### src/hdl/fpsc_pkg.sv
// Package for the frustum point / sphere cull core.
// Plane record, register indexes, test masks and pipeline enable struct.
// No dependencies.
`timescale 1ns / 1ps

package fpsc_pkg;

	localparam int COORD_BITS_DEF = 16;
	localparam int NUM_PLANES     = 6;
	localparam int COEF_W         = 16;
	localparam int COEF_SHIFT     = 14;
	localparam int PLANE_W        = 64;
	localparam int CFG_IDX_W      = 3;
	localparam int RADIUS_W       = 15;
	localparam int MARGIN_W       = 16;

	localparam logic [CFG_IDX_W-1:0] REG_PLANE_NEAR   = 3'd0;
	localparam logic [CFG_IDX_W-1:0] REG_PLANE_FAR    = 3'd1;
	localparam logic [CFG_IDX_W-1:0] REG_PLANE_RIGHT  = 3'd2;
	localparam logic [CFG_IDX_W-1:0] REG_PLANE_LEFT   = 3'd3;
	localparam logic [CFG_IDX_W-1:0] REG_PLANE_TOP    = 3'd4;
	localparam logic [CFG_IDX_W-1:0] REG_PLANE_BOTTOM = 3'd5;
	localparam logic [CFG_IDX_W-1:0] REG_MARGIN       = 3'd6;

	localparam logic signed [MARGIN_W-1:0] MARGIN_RESET = 16'sd80;

	localparam logic CMD_POINT  = 1'b0;
	localparam logic CMD_SPHERE = 1'b1;

	// bit i = plane i (near, far, right, left, top, bottom)
	localparam logic [NUM_PLANES-1:0] POINT_MASK  = 6'b111101; // all but far
	localparam logic [NUM_PLANES-1:0] SPHERE_MASK = 6'b111110; // all but near

	typedef struct packed {
		logic signed [COEF_W-1:0] d;
		logic signed [COEF_W-1:0] c;
		logic signed [COEF_W-1:0] b;
		logic signed [COEF_W-1:0] a;
	} plane_t;

	typedef struct packed {
		logic s1;
		logic s2;
		logic s3;
	} stage_en_t;

endpackage

### src/hdl/fpsc_plane_lane.sv
// One plane's distance pipeline: products, partial sums, sum and compare.
// Uses fpsc_pkg. Three register stages, enabled by the top level's flow control.
`timescale 1ns / 1ps

module fpsc_plane_lane #(
	parameter int COORD_BITS = fpsc_pkg::COORD_BITS_DEF,
	parameter int DW         = 34
) (
	input  logic                         clk,
	input  fpsc_pkg::stage_en_t          en,
	input  fpsc_pkg::plane_t             plane,
	input  logic signed [COORD_BITS-1:0] pos_x,
	input  logic signed [COORD_BITS-1:0] pos_y,
	input  logic signed [COORD_BITS-1:0] pos_z,
	input  logic signed [DW-1:0]         limit_s2,
	output logic                         fail_s3
);

	localparam int PW = COORD_BITS + fpsc_pkg::COEF_W;

	logic signed [PW-1:0] ax_s1, by_s1, cz_s1;
	logic signed [DW-1:0] ab_s2, cd_s2;

	always_ff @(posedge clk) begin
		if (en.s1) begin
			ax_s1 <= PW'(plane.a) * PW'(pos_x);
			by_s1 <= PW'(plane.b) * PW'(pos_y);
			cz_s1 <= PW'(plane.c) * PW'(pos_z);
		end
		if (en.s2) begin
			ab_s2 <= DW'(ax_s1) + DW'(by_s1);
			cd_s2 <= DW'(cz_s1) + (DW'(plane.d) <<< fpsc_pkg::COEF_SHIFT);
		end
		if (en.s3) begin
			fail_s3 <= (ab_s2 + cd_s2) > limit_s2;
		end
	end

endmodule

### config.mk
export PLATFORM = sky130hd
export DESIGN_NAME = fpsc_plane_lane
export DESIGN_NICKNAME = d
export VERILOG_FILES = /design/src/hdl/fpsc_pkg.sv /design/src/hdl/fpsc_plane_lane.sv
export SDC_FILE = /design/constraint.sdc
export NUM_CORES = 2
export LEC_CHECK = 0
export CORE_MARGIN = 5
export CORE_UTILIZATION = 35
export CTS_CLUSTER_SIZE = 8
export DETAILED_ROUTE_END_ITERATION = 12
export DONT_BUFFER_PORTS = 1
export HOLD_SLACK_MARGIN = 0.12
export PLACE_DENSITY_LB_ADDON = 0.05
export SYNTH_ARGS = -nofsm -noshare
export SYNTH_HDL_FRONTEND = slang
export SYNTH_SLANG_ARGS = --single-unit
### constraint.sdc
create_clock -name clk -period 16.25 [get_ports clk]
set_clock_uncertainty 0.15 [all_clocks]
set_input_delay 3.25 -clock clk [delete_from_list [all_inputs] [get_ports clk]]
set_output_delay 3.25 -clock clk [all_outputs]
set_load 0.005 [all_outputs]
==> flow_metrics.env <==
export IMPL_status="complete, no violations"
export IMPL_startpoint_type="input pin"
export IMPL_synth_nets=5445
export IMPL_slew_headroom_pct=32.91
export IMPL_insertion_delay_ns=0.50
export IMPL_wl_per_cell_um=19.24
export IMPL_worst_slew_pin_slew_ns=0.9938
export IMPL_synth_top_area_share_pct=40.12
export IMPL_dieArea_um2=119300
export IMPL_synth_warnings=0
export IMPL_rsz0062_at_grt="false"
export IMPL_worstPathRequired_ns=16.34
export IMPL_hp_class="reg -> reg"
export IMPL_cts_root_buf="clkbuf_16"
export IMPL_cts_tree="yes"
export IMPL_ys_flop_type="edfxtp_1"
export IMPL_post_cts_buffers=0
export IMPL_track_usage_pct=18.24
export IMPL_fin_tns_setup_ns=0
export IMPL_setup_viol=0
export IMPL_nNetsFinal=5361
export IMPL_final_common_cell="inv_1"
export IMPL_period_share_pct=55.54
export IMPL_cp_max_fo=16
export IMPL_fillers=11640
export IMPL_route_detailed_drc=0
export IMPL_cp_arrival_ns=9.11
export IMPL_dp_hpwl_um=90390
export IMPL_place_area_um2=40850
export IMPL_dr_pass1_iters=5
export IMPL_drt_iter0_markers=1326
export IMPL_cpMostUsedCell="fa_1"
export IMPL_clkSinkCount=163
export IMPL_slew_viol_final=0
export IMPL_clkTransAtPathRegs_ns=0.07
export IMPL_die_w_um=345.4
export IMPL_grt_ovfl_total=0
export IMPL_setup_ws_ns=7.225
export IMPL_syn_to_final_growth_pct=5.502
export IMPL_fin_crit_ns=9.025
export IMPL_ctsResizeCount=0
export IMPL_pin_count=151
export IMPL_htree_levels=4
export IMPL_synthTopCellsByArea="fa_1, edfxtp_1, ha_1"
export IMPL_synth_cell_types=72
export IMPL_drive_gt1_share_pct=1.353
export IMPL_slowest_delay_ns=0.91
export IMPL_crit_slowest_cell="fa_1"
export IMPL_reg2reg_setup_slack_ns=11.06
export IMPL_synth_seq_cells=163
export IMPL_grt_pass1_vias=29450
export IMPL_grt_max_degree=97
export IMPL_ys_seq_area_share_pct=12.43
export IMPL_cp_cell_sequence="nand2_1 > inv_1 > fa_1 > fa_1 > fa_1 > fa_1 > fa_1 > inv_1 > fa_1 > inv_1 > ha_1 > a2111oi_0 > o21ai_0 > a31oi_1 > nand2_1 > a211oi_1 > a21oi_1 > xnor2_1"
export IMPL_antenna_left=0
export IMPL_vias=27120
export IMPL_port_buffers=0
export IMPL_dieHeight_um=345.4
export IMPL_async_flop_share_pct=0
export IMPL_yosysTopAreaCell="fa_1"
export IMPL_post_place_ws_ns=6.698
export IMPL_fmax_ghz=0.1108
export IMPL_layout_common_cells="inv_1, fa_1, nand2_1"
export IMPL_antenna_found_initial=8
export IMPL_grt_pass1_wl_um=170900
export IMPL_end_kind="flop"
export IMPL_maxCapViolCount=0
export IMPL_cts_made_buffers=25
export IMPL_finalHoldViolCount=0
export IMPL_synth_area_um2=39370
export IMPL_synth_avg_cell_area_um2=9.502
export IMPL_totalWireLength_um=107100
export IMPL_routed_via_density=4.874
export IMPL_gp_congestion=0.8381
export IMPL_worstSetupPathType="in -> reg"
export IMPL_core_um2=112000
export IMPL_initial_core_util_pct=35.14
export IMPL_synth_edf_count=163
export IMPL_design_area_um2=41530
export IMPL_syn_inst=4143
export IMPL_cts_buffer_depth=3
export IMPL_rows=123
export IMPL_cts_hold_buf=0
[per-stage QoR]
stage / hold slack [ns] / std cells / utilization (%)
floorplan: 0.2503 / 4143 / -
global placement: 0.2608 / 5532 / 36.46
detailed placement: 0.2673 / 5532 / 36.46
CTS: 0.2645 / 5564 / 37.07
global route: 0.2866 / 5564 / 37.07
finish: 0.2599 / 5565 / 37.07
[synthesized netlist by cell type (all sizes together) (25+ instances only)]
library cell / n
a21o: 61
a21oi: 134
o21ai: 89
a211oi: 27
nor3: 39
nand2b: 33
fa: 789
inv: 938
o21bai: 25
nand2: 442
nor2: 137
edfxtp: 163
xnor2: 126
and2: 367
xor2: 38
nand3: 43
clkbuf: 115
ha: 363
[layout make-up]
class	count	area (um^2)	share of cell area, %
multi-input cells	2927	30520	73.50
flip-flops and latches	163	4895	11.79
inverters	938	3521	8.477
well taps	1500	1877	4.519
clock buffers	28	636.9	1.533
clock inverters	4	46.29	0.1115
repair buffers	4	30.03	0.07230
diodes	1	2.502	0.006025
[sequential cells by signal, indices dropped and copies added (netlist names)]
name	cells
ab_s2	33
cz_s1	32
by_s1	32
cd_s2	33
ax_s1	32
fail_s3	1
[kinds of logic (layout without fill, tap and decap cells)]
kind of cell,after synthesis,after routing,share of synthesized area [%]
AOI/OAI and AO/OA,460,460,7.771
adders and majority gates,1152,1152,51.66
DFF,163,163,12.43
other,0,1,0
xor gates and xnor gates,164,164,3.649
and+or+nand+nor,1150,1150,14.42
muxes,1,1,0.02543
buffers and inverters,1053,974,10.04
[per-layer routing]
layer | track usage, % | vias up | wire, um | share of wire [%]
met1 | 23.91 | 14020 | 46010 | 43
met3 | 2.548 | 79 | 3808 | 3.6
li1 | - | 12630 | - | -
met4 | 2.810 | 4 | 1702 | 1.6
met2 | 32.78 | 390 | 55530 | 52
met5 | 0 | - | 27 | 0.025
[worst max-delay path: cells and delay by family]
kind	cells	cell delay, ns
xor+xnor	1	0.15
buf+inv	3	0.18
simple gates	2	0.20
fa+ha+maj	7	3.91
compound gates	5	1.41
[path summary, 6_finish.rpt]
check                  from  cells after the start        end
setup reg to reg   cd_s2[4]                     16    fail_s3
hold reg to reg   cz_s1[13]                      0  cd_s2[13]
setup / recovery  plane[47]                     18  cz_s1[31]
hold / removal    cz_s1[13]                      0  cd_s2[13]
Power is left out: the tool's default activity adds up to more than one toggle a clock period on the data nets, which glitch-free logic cannot reach.
