`config.mk`:
```
export PLATFORM = sky130hd
export DESIGN_NAME = fpsc_cfg_regs
export DESIGN_NICKNAME = d
export VERILOG_FILES = /design/src/hdl/fpsc_pkg.sv /design/src/hdl/fpsc_cfg_regs.sv
export SDC_FILE = /design/constraint.sdc
export NUM_CORES = 1
export LEC_CHECK = 0
export BUFFER_PORTS_ARGS = -buffer_cell sky130_fd_sc_hd__buf_2
export CORE_MARGIN = 8
export CORE_UTILIZATION = 35
export DETAILED_ROUTE_END_ITERATION = 16
export SLEW_MARGIN = 10
export SYNTH_ARGS = -nofsm -noshare
export SYNTH_HDL_FRONTEND = slang
export SYNTH_SLANG_ARGS = --single-unit
```
`constraint.sdc`:
```
create_clock -name clk -period 1 [get_ports clk]
set_input_delay 0.05 -clock clk [delete_from_list [all_inputs] [get_ports clk]]
set_output_delay 0.05 -clock clk [all_outputs]
set_load 0.01 [all_outputs]
```
`src/hdl/fpsc_pkg.sv`:
```
// Package for the frustum point / sphere cull core.
// Plane record, register indexes, test masks and pipeline enable struct.
// No dependencies.
`timescale 1ns / 1ps

package fpsc_pkg;

	localparam int COORD_BITS_DEF = 16;
	localparam int NUM_PLANES     = 6;
	localparam int COEF_W         = 16;
	localparam int COEF_SHIFT     = 14;
	localparam int PLANE_W        = 64;
	localparam int CFG_IDX_W      = 3;
	localparam int RADIUS_W       = 15;
	localparam int MARGIN_W       = 16;

	localparam logic [CFG_IDX_W-1:0] REG_PLANE_NEAR   = 3'd0;
	localparam logic [CFG_IDX_W-1:0] REG_PLANE_FAR    = 3'd1;
	localparam logic [CFG_IDX_W-1:0] REG_PLANE_RIGHT  = 3'd2;
	localparam logic [CFG_IDX_W-1:0] REG_PLANE_LEFT   = 3'd3;
	localparam logic [CFG_IDX_W-1:0] REG_PLANE_TOP    = 3'd4;
	localparam logic [CFG_IDX_W-1:0] REG_PLANE_BOTTOM = 3'd5;
	localparam logic [CFG_IDX_W-1:0] REG_MARGIN       = 3'd6;

	localparam logic signed [MARGIN_W-1:0] MARGIN_RESET = 16'sd80;

	localparam logic CMD_POINT  = 1'b0;
	localparam logic CMD_SPHERE = 1'b1;

	// bit i = plane i (near, far, right, left, top, bottom)
	localparam logic [NUM_PLANES-1:0] POINT_MASK  = 6'b111101; // all but far
	localparam logic [NUM_PLANES-1:0] SPHERE_MASK = 6'b111110; // all but near

	typedef struct packed {
		logic signed [COEF_W-1:0] d;
		logic signed [COEF_W-1:0] c;
		logic signed [COEF_W-1:0] b;
		logic signed [COEF_W-1:0] a;
	} plane_t;

	typedef struct packed {
		logic s1;
		logic s2;
		logic s3;
	} stage_en_t;

endpackage

```
`src/hdl/fpsc_cfg_regs.sv`:
```
// Configuration register file: six frustum planes and the point margin.
// Uses fpsc_pkg.
`timescale 1ns / 1ps

module fpsc_cfg_regs (
	input  logic                                    clk,
	input  logic                                    arst_n,
	input  logic                                    wr_en,
	input  logic [fpsc_pkg::CFG_IDX_W-1:0]          wr_index,
	input  logic [fpsc_pkg::PLANE_W-1:0]            wr_data,
	output fpsc_pkg::plane_t                        planes [fpsc_pkg::NUM_PLANES],
	output logic signed [fpsc_pkg::MARGIN_W-1:0]    margin
);

	fpsc_pkg::plane_t                        planes_q [fpsc_pkg::NUM_PLANES];
	logic signed [fpsc_pkg::MARGIN_W-1:0]    margin_q;

	always_ff @(posedge clk or negedge arst_n) begin
		if (!arst_n) begin
			for (int i = 0; i < fpsc_pkg::NUM_PLANES; i++) begin
				planes_q[i] <= '0;
			end
			margin_q <= fpsc_pkg::MARGIN_RESET;
		end else if (wr_en) begin
			case (wr_index)
				fpsc_pkg::REG_MARGIN: begin
					margin_q <= wr_data[fpsc_pkg::MARGIN_W-1:0];
				end
				default: begin
					if (wr_index <= fpsc_pkg::REG_PLANE_BOTTOM) begin
						planes_q[wr_index] <= wr_data;
					end
				end
			endcase
		end
	end

	assign planes = planes_q;
	assign margin = margin_q;

endmodule

```
==> impl_metrics.prom <==
# TYPE chip_impl_metric gauge
chip_impl_metric{name="fin_crit_sh",unit=""} 1.24
chip_impl_metric{name="cts_buffers",unit=""} 43
chip_impl_metric{name="syn_inst",unit=""} 850
chip_impl_info{name="layout.cells.most_common_list",value="sky130_fd_sc_hd__dfrtp_1, sky130_fd_sc_hd__buf_2, sky130_fd_sc_hd__buf_6"} 1
chip_impl_metric{name="drive_gt1_frac",unit=""} 0.713
chip_impl_metric{name="die_y",unit="um"} 229
chip_impl_metric{name="switchingPower",unit="mW"} 15.2
chip_impl_metric{name="yosysSeqAreaShare",unit=""} 0.632
chip_impl_metric{name="htree_levels",unit=""} 2
chip_impl_metric{name="setup_viol",unit=""} 428
chip_impl_metric{name="syn_to_final_growth",unit="%"} 52.2
chip_impl_metric{name="crit_arrival",unit="ns"} 1.19
chip_impl_metric{name="total_power",unit="mW"} 54.5
chip_impl_metric{name="route.antenna.remaining_nets",unit=""} 0
chip_impl_metric{name="fp.dieW",unit="um"} 229
chip_impl_metric{name="cap_violations",unit=""} 0
chip_impl_metric{name="relative_contribution_of_sequential_cells_to_total_power",unit=""} 0.407
chip_impl_metric{name="cellInternalPower",unit="mW"} 39.4
chip_impl_metric{name="p_leak",unit="nW"} 11.7
chip_impl_metric{name="buffer_ports.inserted",unit=""} 469
chip_impl_info{name="clock_tree.root_cell",value="sky130_fd_sc_hd__clkbuf_16"} 1
chip_impl_metric{name="finalNonFillerCells",unit=""} 2274
chip_impl_metric{name="gp_congestion",unit=""} 0.766
chip_impl_metric{name="drt_iter0_drc",unit=""} 406
chip_impl_metric{name="ir_worst_vdd",unit="V"} 0.00141
chip_impl_metric{name="setup_total_negative_slack",unit="ns"} -50.90
chip_impl_metric{name="crit_fanout",unit=""} 2
chip_impl_metric{name="start_util",unit=""} 0.352
chip_impl_metric{name="synthesis.yosys.warnings",unit=""} 0
chip_impl_metric{name="clock_path_buffers",unit=""} 3
chip_impl_metric{name="routed_via_density",unit=""} 4.54
chip_impl_info{name="worstSetupPathType",value="reg -> out"} 1
chip_impl_metric{name="fmax",unit="MHz"} 804
chip_impl_metric{name="final.setup.worst_slack",unit="ns"} -0.243
chip_impl_metric{name="num_vias",unit=""} 10300
chip_impl_metric{name="row_count",unit=""} 78
chip_impl_metric{name="finClkSkew",unit="ns"} 0
chip_impl_metric{name="clock_power_share",unit=""} 0.282
chip_impl_metric{name="gr-total-overflow",unit=""} 0
chip_impl_metric{name="fin_nets",unit=""} 1712
chip_impl_metric{name="pwr_density_cell",unit="mW/mm^2"} 2260
chip_impl_metric{name="distinct_cell_type_count_of_the_synthesized_netlist",unit=""} 12
chip_impl_metric{name="post-route-min-period",unit="ns"} 1.24
chip_impl_info{name="run_status",value="finished, violations left"} 1
chip_impl_metric{name="tightestPinTransition",unit="ns"} 0.592
chip_impl_metric{name="timing.critical_path.required",unit="ns"} 0.95
chip_impl_metric{name="number_of_sinks_handled_by_clock_tree_synthesis",unit=""} 400
chip_impl_metric{name="die_outline_area",unit="sq mm"} 0.0524
chip_impl_metric{name="post_synth.cell_area_avg",unit="sq um"} 18.6
chip_impl_metric{name="placeableCoreArea",unit="sq mm"} 0.0451
chip_impl_info{name="endpoint_kind",value="output pin"} 1
chip_impl_metric{name="path_clk_slew",unit="ns"} 0.06
chip_impl_metric{name="cp_max_stage_delay",unit="ns"} 0.54
chip_impl_info{name="critical_path.top_delay_family",value="flip-flops"} 1
chip_impl_metric{name="maxSlewHeadroom",unit=""} 0.604
chip_impl_metric{name="swShare",unit=""} 0.278
chip_impl_metric{name="antenna_violations_before_repair",unit=""} 0
chip_impl_metric{name="wl",unit="mm"} 48.0
chip_impl_info{name="hold_path_class",value="in -> reg"} 1
chip_impl_metric{name="number_of_storage_elements_in_the_synthesis_netlist",unit=""} 400
chip_impl_metric{name="floorplan.io_pins",unit=""} 470
chip_impl_metric{name="comb_power_share",unit=""} 0.311
chip_impl_metric{name="report.final.hold_viol_count",unit=""} 0
chip_impl_metric{name="grt_start_max_net_pins",unit=""} 59
chip_impl_metric{name="grt_util_all_layers",unit=""} 0.175
chip_impl_metric{name="drc",unit=""} 0
chip_impl_info{name="rsz0062_at_grt",value="yes"} 1
chip_impl_metric{name="dp_slack",unit="ns"} -0.410
chip_impl_metric{name="diodes",unit=""} 0
chip_impl_metric{name="grt_first_pass_wirelength",unit="mm"} 72.1
chip_impl_metric{name="syn-num-nets",unit=""} 920
chip_impl_info{name="clock_tree_from_tritoncts",value="built"} 1
chip_impl_metric{name="drt-wirelength-per-cell",unit="um"} 21.1
chip_impl_info{name="crit_slowest_cell",value="sky130_fd_sc_hd__dfstp_2"} 1
chip_impl_metric{name="clock_insertion_delay_worst_skew",unit="ns"} 0.55
chip_impl_metric{name="post-dp-hpwl",unit="mm"} 32.6
chip_impl_metric{name="placed_cells",unit=""} 1940
chip_impl_info{name="layout.cells.most_common",value="sky130_fd_sc_hd__dfrtp_1"} 1
chip_impl_metric{name="syn-cell-area",unit="sq mm"} 0.0159
chip_impl_metric{name="grt_pass1_vias",unit=""} 11500
chip_impl_metric{name="first_pass_iters",unit=""} 4
chip_impl_metric{name="drv_slew",unit=""} 0
chip_impl_info{name="worst_setup_path_start_kind",value="flop"} 1
chip_impl_info{name="critical_path_cell_list",value="buf_6"} 1
chip_impl_info{name="failed_checks",value="negative setup slack"} 1
chip_impl_metric{name="crit_buf_inv",unit=""} 1
[synthesized netlist by cell type]
master                     instances  area share
sky130_fd_sc_hd__and4bb_1          3      0.0024
sky130_fd_sc_hd__dfrtp_1         398        0.63
sky130_fd_sc_hd__dfstp_2           2      0.0033
sky130_fd_sc_hd__mux2_2          220        0.16
sky130_fd_sc_hd__buf_2             3     0.00095
sky130_fd_sc_hd__buf_4            13      0.0062
sky130_fd_sc_hd__nand4b_1          2      0.0011
sky130_fd_sc_hd__mux2_4          180        0.17
sky130_fd_sc_hd__nand4b_2          1     0.00095
sky130_fd_sc_hd__buf_12           18       0.023
sky130_fd_sc_hd__buf_6             9      0.0064
sky130_fd_sc_hd__nor4b_2           1     0.00095
[cell families after synthesis]
kind of cell           synth area share
and+or+nand+nor                 0.00537
muxes                             0.327
DFF                               0.632
buffers and inverters            0.0362
[power groups by stage]
| stage | clock network, mW | logic, mW | registers (mW) |
|---|---|---|---|
| floorplan | 0 | 4.34 | 23.5 |
| CTS | 15.9 | 15.5 | 22.0 |
| global route | 16.5 | 18.0 | 22.6 |
| global placement | 0 | 11.9 | 22.0 |
| finish | 15.4 | 16.9 | 22.2 |
| detailed placement | 0 | 12.1 | 22.0 |
[registers in the layout, indices dropped and copies added, names as in the netlist]
| register | cells |
|---|---|
| margin | 16 |
| planes | 384 |
[tightest hold or removal path, delay by kind of cell]
kind	cells	cell delay, ns
buf+inv	2	0.31
mux	1	0.16
simple gates	1	0.11
[final timing paths]
kind	from	end	slack, ns	cells after the start
max in group asynchronous	arst_n	planes[369]	-0.17	3
worst min-delay path	wr_index[1]	margin[2]	0.12	4
worst max-delay path	margin[6]	margin[6]	-0.24	1
worst max register to register	planes[119]	planes[119]	-0.04	3
worst min register to register	planes[189]	planes[189]	0.50	1
min in group asynchronous	arst_n	planes[293]	0.15	3
[cell type report]
type | instances | area, sq um
sequential | 400 | 10000
tap | 600 | 751
clock inverter | 8 | 50.0
clock buffer | 69 | 1320
fill | 3625 | 21000
timing repair buffer | 790 | 6700
multi-input combinational | 407 | 5300
[stage by stage]
| stage | area, sq um | hold WS [ns] | utilization |
|---|---|---|---|
| floorplan | 15900 | -0.246 | - |
| global placement | 19300 | -0.0960 | 0.428 |
| detailed placement | 19300 | -0.0947 | 0.428 |
| CTS | 23200 | 0.0850 | 0.515 |
| global route | 24100 | 0.112 | 0.535 |
| finish | 24100 | 0.119 | 0.535 |
[timing repair]
item / 4_1_cts / 5_1_grt
cloned: 0 / 0
endpoints found under the setup margin: 400 / 411
hold endpoints to repair: 800 / 11
setup buffers: 124 / 67
resized for setup: 228 / 77
hold buffers: 66 / 1
[metal layers]
layer | global-route usage | vias to the layer above | share of wire
met2 | 0.282 | 368 | 0.48
met4 | 0.0532 | 0 | 0.029
met5 | 0 | - | 0
met3 | 0.0683 | 83 | 0.082
met1 | 0.216 | 5270 | 0.41
li1 | - | 4600 | -
No activity file was read; power rests on OpenSTA's default activity.
